--- config.mk ---
export PLATFORM = sky130hd
export DESIGN_NAME = keypad_matrix_poll_top
export DESIGN_NICKNAME = d
export VERILOG_FILES = /design/src/sv/kmp_pkg.sv /design/src/sv/kmp_scan.sv /design/src/sv/keypad_matrix_poll_top.sv
export VERILOG_INCLUDE_DIRS = /design/src /design/src/sv
export SDC_FILE = /design/constraint.sdc
export NUM_CORES = 1
export LEC_CHECK = 0
export BUFFER_PORTS_ARGS = -buffer_cell sky130_fd_sc_hd__buf_2
export CORE_AREA = 4 4 134 136
export CTS_CLUSTER_DIAMETER = 40
export DETAILED_ROUTE_END_ITERATION = 6
export DIE_AREA = 0 0 138 140
export PLACE_DENSITY = 0.69
export SETUP_SLACK_MARGIN = 0.4
export SLEW_MARGIN = 40
export SYNTH_ARGS = -nofsm -noshare
export SYNTH_HDL_FRONTEND = slang
export SYNTH_SLANG_ARGS = --single-unit
--- constraint.sdc ---
create_clock -name clk_i -period 5.35 [get_ports clk_i]
set_clock_uncertainty 0.1 [all_clocks]
set_input_delay 0.8025 -clock clk_i [delete_from_list [all_inputs] [get_ports clk_i]]
set_output_delay 0.8025 -clock clk_i [all_outputs]
set_load 0.1 [all_outputs]
--- src/sv/keypad_matrix_poll_top_assert.svh ---
// ----------------------------------------------------------------------------
// keypad_matrix_poll_top_assert.svh
// Assertion macros for the keypad poll RTL.
// ----------------------------------------------------------------------------
`ifndef KEYPAD_MATRIX_POLL_TOP_ASSERT_SVH
`define KEYPAD_MATRIX_POLL_TOP_ASSERT_SVH

`ifndef ASSERT_OFF
`define KMP_ASSERT_IMPLIES(lbl, clk, rstn, ante, cons) \
  lbl: assert property (@(posedge clk) disable iff (!rstn) (ante) |-> (cons)) \
    else $error("assertion failed");
`define KMP_ASSERT_NEXT(lbl, clk, rstn, ante, cons) \
  lbl: assert property (@(posedge clk) disable iff (!rstn) (ante) |=> (cons)) \
    else $error("assertion failed");
`else
`define KMP_ASSERT_IMPLIES(lbl, clk, rstn, ante, cons)
`define KMP_ASSERT_NEXT(lbl, clk, rstn, ante, cons)
`endif

`endif

--- src/sv/kmp_pkg.sv ---
// ----------------------------------------------------------------------------
// kmp_pkg
// Constants, types and register indexes of the keypad matrix poll block.
// ----------------------------------------------------------------------------
package kmp_pkg;

  localparam int NUM_COLUMNS = 6;
  localparam int NUM_ROWS    = 4;
  localparam int COL_FIELDS  = 6;
  localparam int ROW_LIMIT   = 4;
  localparam int SCAN_COLS   = (NUM_COLUMNS < COL_FIELDS) ? NUM_COLUMNS : COL_FIELDS;
  localparam int SCAN_ROWS   = (NUM_ROWS < ROW_LIMIT) ? NUM_ROWS : ROW_LIMIT;
  localparam int NO_KEY      = NUM_COLUMNS * NUM_ROWS;

  localparam int ROW_W      = 8;
  localparam int KEY_W      = $clog2(NO_KEY + 1);
  localparam int MASK_W     = NO_KEY;
  localparam int MASK_IDX_W = (NO_KEY > 1) ? $clog2(NO_KEY) : 1;
  localparam int SUPPLY_W   = 12;
  localparam int PERIOD_W   = 8;
  localparam int DELAY_W    = 10;
  localparam int ELAPSED_W  = 11;
  localparam int CFG_IDX_W  = 3;
  localparam int CFG_DATA_W = 24;

  localparam logic [KEY_W-1:0]     KEY_NONE      = KEY_W'(NO_KEY);
  localparam logic [ELAPSED_W-1:0] ELAPSED_MAX   = '1;
  localparam logic [SUPPLY_W-1:0]  THR_RESET     = SUPPLY_W'(2048);
  localparam logic [PERIOD_W-1:0]  PERIOD_RESET  = PERIOD_W'(30);
  localparam logic [DELAY_W-1:0]   DELAY_RESET   = DELAY_W'(200);

  typedef enum logic [CFG_IDX_W-1:0] {
    CFG_SUPPLY_THR  = 3'd0,
    CFG_POLL_PERIOD = 3'd1,
    CFG_LOSS_DELAY  = 3'd2,
    CFG_ERR_MASK    = 3'd3,
    CFG_SILENT_MASK = 3'd4
  } cfg_idx_e;

  typedef logic [ROW_W-1:0] row_t;

endpackage

--- src/sv/kmp_scan.sv ---
// ----------------------------------------------------------------------------
// kmp_scan
// Priority scan of the column readback bytes into a key index.
// ----------------------------------------------------------------------------
module kmp_scan (
  input  kmp_pkg::row_t               rows_i [kmp_pkg::COL_FIELDS],
  output logic [kmp_pkg::KEY_W-1:0]   key_o
);
  import kmp_pkg::*;

  // lowest matching column wins: walk from the top down and overwrite
  always_comb begin
    key_o = KEY_NONE;
    for (int c = SCAN_COLS - 1; c >= 0; c--) begin
      for (int r = SCAN_ROWS - 1; r >= 0; r--) begin
        if (rows_i[c] == (row_t'(1) << r)) begin
          key_o = KEY_W'((NUM_COLUMNS - 1 - c) * NUM_ROWS + r);
        end
      end
    end
  end

endmodule

--- src/sv/keypad_matrix_poll_top.sv ---
// Pipeline: a result word passes the input register, then the result register;
// a receiver stall can hold it in either register.
// Throughput: one poll word per cycle while the receiver is not stalling.
// Reset: rst_ni clears the pipeline valids, last key (no key), loss timer
// and loads the register defaults (threshold 2048, 30 ms, 200 ms, masks 0).
// ----------------------------------------------------------------------------
// keypad_matrix_poll_top
// Keypad matrix poll with key event detection and supply loss alarm.
// ----------------------------------------------------------------------------
`include "keypad_matrix_poll_top_assert.svh"

module keypad_matrix_poll_top (
  input  logic                              clk_i,
  input  logic                              rst_ni,
  input  logic                              cfg_we_i,
  input  logic [kmp_pkg::CFG_IDX_W-1:0]     cfg_idx_i,
  input  logic [kmp_pkg::CFG_DATA_W-1:0]    cfg_wdata_i,
  input  logic                              in_valid_i,
  output logic                              in_ready_o,
  input  logic [kmp_pkg::ROW_W-1:0]         rows_col0_i,
  input  logic [kmp_pkg::ROW_W-1:0]         rows_col1_i,
  input  logic [kmp_pkg::ROW_W-1:0]         rows_col2_i,
  input  logic [kmp_pkg::ROW_W-1:0]         rows_col3_i,
  input  logic [kmp_pkg::ROW_W-1:0]         rows_col4_i,
  input  logic [kmp_pkg::ROW_W-1:0]         rows_col5_i,
  input  logic                              keypad_enabled_i,
  input  logic                              power_fail_i,
  input  logic                              error_present_i,
  input  logic [kmp_pkg::SUPPLY_W-1:0]      supply_level_i,
  input  logic                              aux_present_i,
  output logic                              out_valid_o,
  input  logic                              out_ready_i,
  output logic                              key_event_o,
  output logic [kmp_pkg::KEY_W-1:0]         key_index_o,
  output logic                              beep_start_o,
  output logic                              loss_alarm_o
);
  import kmp_pkg::*;

  logic [SUPPLY_W-1:0]  thr_q;
  logic [PERIOD_W-1:0]  period_q;
  logic [DELAY_W-1:0]   delay_q;
  logic [MASK_W-1:0]    err_mask_q;
  logic [MASK_W-1:0]    silent_mask_q;

  logic                 s1_valid_q;
  row_t                 s1_rows_q [COL_FIELDS];
  logic                 s1_en_q;
  logic                 s1_pfail_q;
  logic                 s1_err_q;
  logic [SUPPLY_W-1:0]  s1_supply_q;
  logic                 s1_aux_q;

  logic [KEY_W-1:0]     last_key_q, last_key_d;
  logic                 armed_q, armed_d;
  logic [ELAPSED_W-1:0] elapsed_q, elapsed_d;

  logic                 out_valid_q;
  logic                 event_q, event_d;
  logic [KEY_W-1:0]     key_q, key_d;
  logic                 beep_q, beep_d;
  logic                 alarm_q, alarm_d;

  logic                 s1_adv;
  logic [KEY_W-1:0]     scan_key;
  logic                 scan_en;
  logic                 key_valid;
  logic                 allow_bit;
  logic                 silent_bit;
  logic                 supply_low;
  logic [ELAPSED_W:0]   elapsed_sum;
  logic [ELAPSED_W-1:0] elapsed_sat;

  assign s1_adv     = s1_valid_q && (!out_valid_q || out_ready_i);
  assign in_ready_o = !s1_valid_q || s1_adv;

  // configuration
  always_ff @(posedge clk_i or negedge rst_ni) begin
    if (!rst_ni) begin
      thr_q         <= THR_RESET;
      period_q      <= PERIOD_RESET;
      delay_q       <= DELAY_RESET;
      err_mask_q    <= '0;
      silent_mask_q <= '0;
    end else if (cfg_we_i) begin
      unique case (cfg_idx_i)
        CFG_SUPPLY_THR:  thr_q         <= cfg_wdata_i[SUPPLY_W-1:0];
        CFG_POLL_PERIOD: period_q      <= cfg_wdata_i[PERIOD_W-1:0];
        CFG_LOSS_DELAY:  delay_q       <= cfg_wdata_i[DELAY_W-1:0];
        CFG_ERR_MASK:    err_mask_q    <= cfg_wdata_i[MASK_W-1:0];
        CFG_SILENT_MASK: silent_mask_q <= cfg_wdata_i[MASK_W-1:0];
        default: ;
      endcase
    end
  end

  // input register
  always_ff @(posedge clk_i or negedge rst_ni) begin
    if (!rst_ni) begin
      s1_valid_q <= 1'b0;
    end else if (in_ready_o) begin
      s1_valid_q <= in_valid_i;
    end
  end

  always_ff @(posedge clk_i) begin
    if (in_valid_i && in_ready_o) begin
      s1_rows_q[0] <= rows_col0_i;
      s1_rows_q[1] <= rows_col1_i;
      s1_rows_q[2] <= rows_col2_i;
      s1_rows_q[3] <= rows_col3_i;
      s1_rows_q[4] <= rows_col4_i;
      s1_rows_q[5] <= rows_col5_i;
      s1_en_q      <= keypad_enabled_i;
      s1_pfail_q   <= power_fail_i;
      s1_err_q     <= error_present_i;
      s1_supply_q  <= supply_level_i;
      s1_aux_q     <= aux_present_i;
    end
  end

  kmp_scan u_scan (
    .rows_i (s1_rows_q),
    .key_o  (scan_key)
  );

  assign scan_en    = s1_en_q && !s1_pfail_q;
  assign key_valid  = scan_key < KEY_NONE;
  assign allow_bit  = key_valid && err_mask_q[scan_key[MASK_IDX_W-1:0]];
  assign silent_bit = key_valid && silent_mask_q[scan_key[MASK_IDX_W-1:0]];
  assign supply_low = (s1_supply_q <= thr_q) && s1_aux_q;

  assign elapsed_sum = {1'b0, elapsed_q} + (ELAPSED_W + 1)'(period_q);
  assign elapsed_sat = elapsed_sum[ELAPSED_W] ? ELAPSED_MAX : elapsed_sum[ELAPSED_W-1:0];

  always_comb begin
    last_key_d = last_key_q;
    armed_d    = armed_q;
    elapsed_d  = elapsed_q;
    event_d    = 1'b0;
    key_d      = KEY_NONE;
    beep_d     = 1'b0;
    alarm_d    = 1'b0;
    if (scan_en && scan_key != last_key_q) begin
      last_key_d = scan_key;
      if (key_valid && (!s1_err_q || allow_bit)) begin
        event_d = 1'b1;
        key_d   = scan_key;
        beep_d  = !silent_bit;
      end
    end
    if (!s1_pfail_q) begin
      if (supply_low) begin
        armed_d = 1'b1;
        if (!armed_q) begin
          elapsed_d = '0;
        end else begin
          elapsed_d = elapsed_sat;
          alarm_d   = elapsed_sat > ELAPSED_W'(delay_q);
        end
      end else begin
        armed_d = 1'b0;
      end
    end
  end

  // state and result register
  always_ff @(posedge clk_i or negedge rst_ni) begin
    if (!rst_ni) begin
      last_key_q  <= KEY_NONE;
      armed_q     <= 1'b0;
      elapsed_q   <= '0;
      out_valid_q <= 1'b0;
    end else begin
      if (s1_adv) begin
        last_key_q <= last_key_d;
        armed_q    <= armed_d;
        elapsed_q  <= elapsed_d;
      end
      if (s1_adv) begin
        out_valid_q <= 1'b1;
      end else if (out_ready_i) begin
        out_valid_q <= 1'b0;
      end
    end
  end

  always_ff @(posedge clk_i) begin
    if (s1_adv) begin
      event_q <= event_d;
      key_q   <= key_d;
      beep_q  <= beep_d;
      alarm_q <= alarm_d;
    end
  end

  assign out_valid_o  = out_valid_q;
  assign key_event_o  = event_q;
  assign key_index_o  = key_q;
  assign beep_start_o = beep_q;
  assign loss_alarm_o = alarm_q;

  `KMP_ASSERT_IMPLIES(a_no_event_no_key, clk_i, rst_ni,
    out_valid_o && !key_event_o, key_index_o == KEY_NONE && !beep_start_o)
  `KMP_ASSERT_IMPLIES(a_event_tracks_last, clk_i, rst_ni,
    out_valid_o && key_event_o, last_key_q == key_index_o)
  `KMP_ASSERT_IMPLIES(a_alarm_needs_armed, clk_i, rst_ni,
    out_valid_o && loss_alarm_o, armed_q)
  `KMP_ASSERT_IMPLIES(a_stall_means_full, clk_i, rst_ni,
    !in_ready_o, s1_valid_q && out_valid_q && !out_ready_i)
  `KMP_ASSERT_NEXT(a_advance_fills_out, clk_i, rst_ni,
    s1_adv, out_valid_q)

endmodule

==> results of run 1 <==
-- power by group --
group	internal, mW	switching, mW
combinational	0.404	0.487
clock	0.616	0.542
sequential	1.58	0.123
-- registers in the layout, indices dropped and copies added, names as in the netlist --
signal,cells
elapsed_q,11
last_key_q,5
thr_q,12
out_valid_o,1
s1_supply_q,12
delay_q,10
key_index_o,5
s1_aux_q,1
armed_q,1
err_mask_q,24
beep_start_o,1
s1_pfail_q,1
s1_valid_q,1
s1_err_q,1
key_event_o,1
loss_alarm_o,1
silent_mask_q,24
period_q,8
s1_en_q,1
s1_rows_q,48
-- Yosys cell counts, types with 3 or more instances --
cell      instances  area [um2]
dfrtp_1          87        2180
edfxtp_1         72        2160
nand2_1          67         251
mux2_2           64         721
o21ai_0          50         250
inv_1            38         143
ha_1             30         375
xnor2_1          22         193
clkbuf_1         21        78.8
nor2_1           20        75.1
nor4_1           18         113
mux2i_1          16         160
a21oi_1          15        75.1
or4_1            11        82.6
a21o_1           10        75.1
dfstp_2          10         263
nand2b_1         10        62.6
nand3_1          10        50.1
nor2b_1           7        43.8
nor4b_1           7        61.3
nand4_1           6        37.5
nor3_1            6        30.0
o31ai_1           6        45.0
a211oi_1          5        37.5
xor2_1            5        43.8
a211o_1           3        26.3
and2_1            3        18.8
and3_1            3        18.8
buf_2             3        15.0
nand4b_1          3        26.3
o21a_1            3        22.5
o22ai_1           3        18.8
o41ai_1           3        26.3
-- worst max-delay path: stages (launching register included) --
cell and delay [ns]:
dfstp_2 0.53, ha_1 0.23, a21o_1 0.16, a21oi_1 0.21, o21ai_0 0.12, a21oi_1 0.22
o21ai_0 0.11, a21o_1 0.23, o21ai_1 0.42, nand2_1 0.15, ha_1 0.31, nor2b_1 0.13
o21a_1 0.16, o21a_1 0.18, o21ai_0 0.15, nand2b_1 0.08, a21oi_1 0.13, o21ai_0 0.09
a211oi_1 0.22, o21ai_0 0.11, and3_1 0.22
-- layout make-up --
type / instances / area share [%]
Clock buffer: 18 / 4.48
Sequential cell: 169 / 48.0
Clock inverter: 14 / 1.33
Multi-Input combinational cell: 450 / 35.6
Timing Repair Buffer: 113 / 6.17
Tap cell: 225 / 2.94
Inverter: 38 / 1.49
-- cells by family (layout without fill, tap and decap cells) --
family / Yosys count / after routing / synth area share [%]
AND/OR/NAND/NOR: 187 / 187 / 12.2
flip-flops: 169 / 169 / 55.9
AO/OA/AOI/OAI: 122 / 122 / 9.69
multiplexers: 83 / 83 / 11.4
buffers and inverters: 65 / 183 / 3.06
adder cells (fa/ha/maj): 31 / 31 / 4.81
XOR/XNOR: 27 / 27 / 2.87
-- layer usage --
layer	share of wire (%)	GRT usage, %	vias to the layer above	wire length [um]
met3	4.7	4.06	14	832
met1	45	24.6	2748	7980
met5	0	0	-	0
li1	-	-	2725	-
met2	50	31.7	137	8850
met4	0.91	5.72	0	162
-- worst min-delay path by stage --
stage          slack (ns)                  endpoint  depth (start not counted)                      from
2_1_floorplan        0.35  elapsed_q[0]$_DFFE_PN0P_                          2  elapsed_q[0]$_DFFE_PN0P_
3_5_place_dp         0.39  elapsed_q[7]$_DFFE_PN0P_                          2  elapsed_q[7]$_DFFE_PN0P_
3_3_place_gp         0.37  elapsed_q[6]$_DFFE_PN0P_                          2  elapsed_q[6]$_DFFE_PN0P_
6_report             0.24  elapsed_q[4]$_DFFE_PN0P_                          1                    rst_ni
4_1_cts              0.25  elapsed_q[4]$_DFFE_PN0P_                          1                    rst_ni
5_1_grt              0.27  elapsed_q[2]$_DFFE_PN0P_                          1                    rst_ni
-- stage by stage --
step           utilization (%)  hold slack (ns)
2_1_floorplan                -            0.353
5_1_grt                   56.6            0.273
3_5_place_dp              53.3            0.386
3_3_place_gp              53.2            0.368
6_report                  56.6            0.238
4_1_cts                   56.5            0.250
==> results.cfg, run 1 <==
[synthesis]
async_flop_share_pct = 57.4
syn-num-nets = 811
synth_cell_type_count = 69
synthFlopType = dfrtp_1
netlist_area_mm2 = 0.00823
synth_warnings = 0
synth_edf_count = 72
syn_avg_cell_area_um2 = 12.0
ys_seq_elements = 169
postSynthCellCount = 684
ys_seq_area_share_pct = 55.9

[placement]
place_inst = 995
io_buffer_count = 105
hpwl_um = 13000
post_dp_cell_area_mm2 = 0.00902
pre_cts_ws_ns = 0.944
finalWeightedCongestion = 0.853

[timing]
fin_setup_tns_ns = 0
tightest_slew_ns = 0.801
finalSetupViolCount = 0
grt_setup_unrepaired = no
setup_ws_ns = 0.841
hold_violations = 0
relSlewSlack_pct = 45.7
clock.fmax_mhz = 222
finalCritPeriodShare_pct = 84.3
finalCriticalPeriod_ns = 4.51
slew_viol_final = 0

[clocking]
post_cts_buffers = 0
htreeDepth = 4
clkLatencyLatePin_ns = 0.42
clockBufferDepth = 2
clkSinkCount = 169
path_clk_slew_ns = 0.07
cts-resized-gates = 0
cts_tree = done
cts_buffers = 17
cts-root-buf = clkbuf_16
postCtsHoldBufs = 0

[floorplanning]
die_height_um = 140
rows = 48
core_mm2 = 0.0169
start_util_pct = 48.6
ios = 106
die_w_um = 138
die_area_mm2 = 0.0193

[cells_and_area]
stdcell_area_mm2 = 0.00959
nets = 916
instances_no_fill = 1027
final_cell_mix = buf_2 (104), dfrtp_1 (87), edfxtp_1 (72)
seq_area_mm2 = 0.00460
fillers = 1446
syn_to_final_growth_pct = 16.5
drive_gt1_share_pct = 30.0
multiInputGateArea_mm2 = 0.00341
insertedDiodeCount = 0
final_common_cell = buf_2

[route]
ant_nets = 0
dr_total_vias = 5624
routed_wirelength_um = 17800
vias_per_cell = 5.48
drtIter0Drc = 305
firstDrtPassIters = 4
drc = 0
wl_per_cell_um = 17.4

[grt]
antenna_found_initial = 0
grt_util_all_layers_pct = 18.8
grt_pass1_vias = 5789
grt_max_degree = 65
grt_overflow_total = 0
grt_first_pass_wirelength_um = 29300

[run]
cap_viol_max_count = 0

[setup_path]
worstSetupStartpoint = period_q[1]$_DFFE_PN1P_
end_kind = register
critPathMaxFanout = 8
reg2reg_slack_ns = 0.84
crit_type = register to register
r2r_start = period_q[1]$_DFFE_PN1P_
crit_end = loss_alarm_o$_SDFFCE_PP0P_
cp.required_ns = 5.43
cp-start-kind = register
reg2reg_depth = 20
critPathArrivalTime_ns = 4.59
regToRegEndpoint = loss_alarm_o$_SDFFCE_PP0P_

[status]
status = completed

[pwr]
max-vdd-ir-drop_v = 0.000257
power_density_mw_per_mm2 = 392
fin_total_pwr_mw = 3.76
leakagePower_nw = 4.02

[min_path]
hold_path.class = primary input to async pin
(Power assumes the default switching activity.)
==> run 2: changes to the inputs <==
- clock period: 5.35 -> 4.5 ns (I/O delays scaled with it)
==> results.cfg, run 2 (synthesis gave the netlist of run 1 again) <==
[route]
drtIter0Drc = 290
drc = 0
routed_wirelength_um = 17800
ant_nets = 0
dr_total_vias = 5694
vias_per_cell = 5.51
wl_per_cell_um = 17.2
firstDrtPassIters = 5

[clocking]
cts_tree = done
cts_buffers = 17
clkSinkCount = 169
cts-root-buf = clkbuf_16
clockBufferDepth = 2
htreeDepth = 4
clkLatencyLatePin_ns = 0.43
path_clk_slew_ns = 0.07

[cells_and_area]
fillers = 1426
fin_util_pct = 57.4
final_common_cell = buf_2
reg.largest.list = s1_rows_q (48), err_mask_q (24), silent_mask_q (24)
final_cell_mix = buf_2 (104), dfrtp_1 (87), edfxtp_1 (72)
drive_gt1_share_pct = 31.5
syn_to_final_growth_pct = 18.1
insertedDiodeCount = 0
largest-register = s1_rows_q
largest_reg_flops = 48
nets = 923

[floorplanning]
rows = 48
start_util_pct = 48.6
die_area_mm2 = 0.0193
ios = 106
die_height_um = 140
core_mm2 = 0.0169
die_w_um = 138

[grt]
grt_overflow_total = 0
busiest_layer = met2
grt_util_all_layers_pct = 18.9
met3_usage_pct = 4.30
grtUsageMet2_pct = 31.2
grt_pass1_vias = 5897
grt_first_pass_wirelength_um = 29300
grt_max_degree = 73
antenna_found_initial = 0
met1_usage_pct = 25.1

[setup_path]
regToRegEndpoint = loss_alarm_o$_SDFFCE_PP0P_
reg2reg_depth = 21
r2r_start = period_q[1]$_DFFE_PN1P_
max_stage_delay_ns = 0.53
crit_top_cell = o21ai_1
crit_type = register to register
path_cells = ha_1 > a21o_1 > a21oi_2 > o21ai_1 > a21oi_1 > o21ai_1 > a21o_1 > o21ai_4 > buf_6 > nor2b_2 > ha_1 > nor2b_1 > o21a_1 > o21a_1 > o21ai_1 > nand2b_1 > a21oi_2 > o21ai_0 > a211oi_1 > o21ai_1 > and3_1
critPathMaxFanout = 5
crit_path_top_delay_cell = dfstp_2
cp-start-kind = register
critPathArrivalTime_ns = 4.00
cp.required_ns = 4.59
reg2reg_slack_ns = 0.58
end_kind = register

[pwr]
leakagePower_nw = 4.08
max-vdd-ir-drop_v = 0.000284
power_density_mw_per_mm2 = 476

[placement]
pre_cts_ws_ns = 0.218
finalWeightedCongestion = 0.867
io_buffer_count = 105
hpwl_um = 12900

[timing]
clock.fmax_mhz = 255
slew_viol_final = 0
tightest_slew_ns = 0.678
setup_ws_ns = 0.583
hold_violations = 0
finalSetupViolCount = 0
relSlewSlack_pct = 54.8
finalCritPeriodShare_pct = 87.0
fin_setup_tns_ns = 0
grt_setup_unrepaired = no
finalCriticalPeriod_ns = 3.92

[status]
status = completed

[run]
cap_viol_max_count = 0

[min_path]
hold_path.class = primary input to async pin
## run 2: changes by cell type in the layout (fill, tap and decap cells not counted), moves of 2 or more
cell	change
buf_4	+6
o21ai_0	-5
o21ai_1	+4
inv_8	-3
a21oi_1	-2
a21oi_2	+2
bufinv_16	+2
clkinv_2	+2
## run 2: worst max-delay path by stage
stage                            start                         end  slack [ns]  depth (start not counted)
4_1_cts        period_q[1]$_DFFE_PN1P_  loss_alarm_o$_SDFFCE_PP0P_        0.44                         20
6_report       period_q[1]$_DFFE_PN1P_  loss_alarm_o$_SDFFCE_PP0P_        0.58                         21
3_5_place_dp   period_q[1]$_DFFE_PN1P_  loss_alarm_o$_SDFFCE_PP0P_        0.22                         20
2_1_floorplan  period_q[1]$_DFFE_PN1P_  loss_alarm_o$_SDFFCE_PP0P_        0.49                         20
5_1_grt        period_q[1]$_DFFE_PN1P_  loss_alarm_o$_SDFFCE_PP0P_        0.39                         21
3_3_place_gp   period_q[1]$_DFFE_PN1P_  loss_alarm_o$_SDFFCE_PP0P_        0.32                         20
## run 2: cell type report
| type | instances | area, um2 | area share (%) |
|---|---|---|---|
| well taps | 225 | 282 | 2.90 |
| clock buffers | 17 | 425 | 4.38 |
| flip-flops and latches | 169 | 4600 | 47.4 |
| inverters | 38 | 143 | 1.47 |
| multi-input cells | 450 | 3450 | 35.5 |
| clock inverters | 15 | 164 | 1.69 |
| repair buffers | 120 | 648 | 6.67 |
## run 2: repair_timing
item | 4_1_cts | 5_1_grt
setup buffers | 3 | 0
hold buffers | 0 | 0
gates cloned | 0 | 0
pin swaps | 3 | 8
resized for setup | 2 | 11
endpoints found under the setup margin | 1 | 1
## run 2: routing by layer
metal	routed length [um]	vias up
met5	0	-
met1	7920	2789
met3	921	21
met4	284	0
met2	8670	146
li1	-	2738
## run 2: power breakdown
group / switching [mW] / total [mW] / internal (mW)
Clock: 0.628 / 1.46 / 0.829
Combinational: 0.618 / 1.13 / 0.516
Sequential: 0.146 / 2.03 / 1.88
Total: 1.39 / 4.62 / 3.23
## run 2: critical path, delay by kind of cell (launching register included)
kind	cells	cell delay [ns]
AO/OA/AOI/OAI	14	2.09
flip-flops	1	0.53
AND/OR/NAND/NOR	4	0.45
adder cells (fa/ha/maj)	2	0.38
buffers and inverters	1	0.12
## run 2: per-stage QoR
step,cell area (um2),power [mW],hold slack (ns),std cells
2_1_floorplan,8230,2.80,0.279,684
3_3_place_gp,9040,3.04,0.369,999
3_5_place_dp,9040,3.11,0.382,999
4_1_cts,9660,4.60,0.172,1034
5_1_grt,9710,4.90,0.199,1034
6_report,9710,4.62,0.136,1034
==> run 3: changes to the inputs <==
- CORE_AREA: 4 4 134 136 -> 4 4 128 130
- DIE_AREA: 0 0 138 140 -> 0 0 132 134
- PLACE_DENSITY: 0.69 -> 0.75
==> results.cfg, run 3 (synthesis gave the netlist of run 1 again) <==
[cells_and_area]
syn_to_final_growth_pct = 18.2
largest-register = s1_rows_q
largest_reg_flops = 48
reg.largest.list = s1_rows_q (48), err_mask_q (24), silent_mask_q (24)
final_common_cell = buf_2
drive_gt1_share_pct = 31.9
nets = 926
final_cell_mix = buf_2 (104), dfrtp_1 (87), edfxtp_1 (72)
fillers = 1146
insertedDiodeCount = 0

[setup_path]
crit_type = register to register
critPathMaxFanout = 4
end_kind = register
max_stage_delay_ns = 0.53
regToRegEndpoint = loss_alarm_o$_SDFFCE_PP0P_
reg2reg_depth = 20
cp.required_ns = 4.58
cp-start-kind = register
critPathArrivalTime_ns = 4.13
crit_end = loss_alarm_o$_SDFFCE_PP0P_
reg2reg_slack_ns = 0.44
crit_top_cell = o21ai_1
crit_path_top_delay_cell = dfstp_2
r2r_start = period_q[1]$_DFFE_PN1P_
worstSetupStartpoint = period_q[1]$_DFFE_PN1P_
path_cells = ha_1 > a21o_1 > a21oi_2 > o21ai_0 > a21oi_1 > o21ai_1 > a21o_1 > o21ai_4 > nand2_2 > ha_4 > nor2b_1 > o21a_1 > o21a_1 > o21ai_1 > nand2b_1 > a21oi_2 > o21ai_1 > a211oi_2 > o21ai_1 > and3_1

[floorplanning]
rows = 45
core_mm2 = 0.0151
start_util_pct = 54.3
die_area_mm2 = 0.0177
ios = 106
die_height_um = 134
die_w_um = 132

[clocking]
clkLatencyLatePin_ns = 0.42
cts-root-buf = clkbuf_16
clkSinkCount = 169
cts_tree = done
postCtsHoldBufs = 0
cts_buffers = 17
clockBufferDepth = 2
htreeDepth = 4
path_clk_slew_ns = 0.06

[status]
status = completed

[route]
drc = 0
wl_per_cell_um = 18.3
firstDrtPassIters = 5
drtIter0Drc = 390
ant_nets = 0
dr_total_vias = 5786
routed_wirelength_um = 18300
vias_per_cell = 5.79

[grt]
grt_overflow_total = 0
grt_pass1_vias = 6128
grt_max_degree = 73
antenna_found_initial = 0
grt_first_pass_wirelength_um = 29300
grt_util_all_layers_pct = 20.8

[timing]
hold_violations = 0
grt_setup_unrepaired = no
slew_viol_final = 0
finalCriticalPeriod_ns = 4.06
finalSetupViolCount = 0
tightest_slew_ns = 0.667
fin_setup_tns_ns = 0
clock.fmax_mhz = 247
relSlewSlack_pct = 55.5
finalCritPeriodShare_pct = 90.1

[pwr]
fin_total_pwr_mw = 4.72
leakagePower_nw = 4.10
power_density_mw_per_mm2 = 486
max-vdd-ir-drop_v = 0.000290

[placement]
hpwl_um = 13100
finalWeightedCongestion = 0.893
io_buffer_count = 105

[min_path]
hold_path.class = primary input to async pin

[run]
cap_viol_max_count = 0
[run 3: worst min-delay path by stage]
stage | endpoint | slack (ns) | depth (start not counted)
after floorplan | armed_q$_DFFE_PN0P_ | 0.28 | 0
after CTS | err_mask_q[14]$_DFFE_PN0P_ | 0.18 | 1
after global routing | period_q[6]$_DFFE_PN0P_ | 0.21 | 1
after global placement | elapsed_q[6]$_DFFE_PN0P_ | 0.37 | 2
final | err_mask_q[14]$_DFFE_PN0P_ | 0.17 | 1
after detailed placement | elapsed_q[5]$_DFFE_PN0P_ | 0.39 | 2
[run 3: repair_timing]
item	in CTS	in global routing
gates resized for setup	3	13
pin swaps	5	13
buffers inserted	3	3
hold endpoints to repair	0	0
setup endpoints to repair	1	1
cloned	0	0
[run 3: layout make-up]
| class | count | area, um2 | share of cell area, % |
|---|---|---|---|
| Multi-Input combinational cell | 450 | 3460 | 35.6 |
| Clock buffer | 19 | 443 | 4.56 |
| Sequential cell | 169 | 4600 | 47.3 |
| Tap cell | 188 | 235 | 2.42 |
| Clock inverter | 13 | 169 | 1.74 |
| Inverter | 38 | 143 | 1.47 |
| Timing Repair Buffer | 123 | 671 | 6.90 |
[run 3: per-layer routing]
layer	track usage, %	up-vias	wire [um]
met5	0	-	0
li1	-	2742	-
met1	25.0	2847	7750
met4	7.70	0	449
met2	35.9	161	9210
met3	5.81	36	900
[run 3: metrics by stage]
step	cell area, um2	cells	hold WS (ns)	utilization, %	worst slack [ns]
global placement	8990	962	0.371	59.4	0.336
floorplan	8230	684	0.279	-	0.493
detailed placement	8990	962	0.386	59.4	0.118
finish	9720	1000	0.167	64.2	0.444
CTS	9640	997	0.182	63.6	0.415
global route	9720	1000	0.209	64.2	0.329
[run 3: worst max-delay path: cells and delay by family, from the launching register on]
| family | cells | cell delay, ns |
|---|---|---|
| AO/OA/AOI/OAI | 14 | 2.20 |
| adder cells (fa/ha/maj) | 2 | 0.45 |
| flip-flops | 1 | 0.53 |
| AND/OR/NAND/NOR | 4 | 0.53 |
[run 3: where the power goes]
| group | switching, mW | total (mW) | internal, mW |
|---|---|---|---|
| Sequential | 0.150 | 2.03 | 1.88 |
| Clock | 0.600 | 1.49 | 0.894 |
| Combinational | 0.653 | 1.20 | 0.542 |
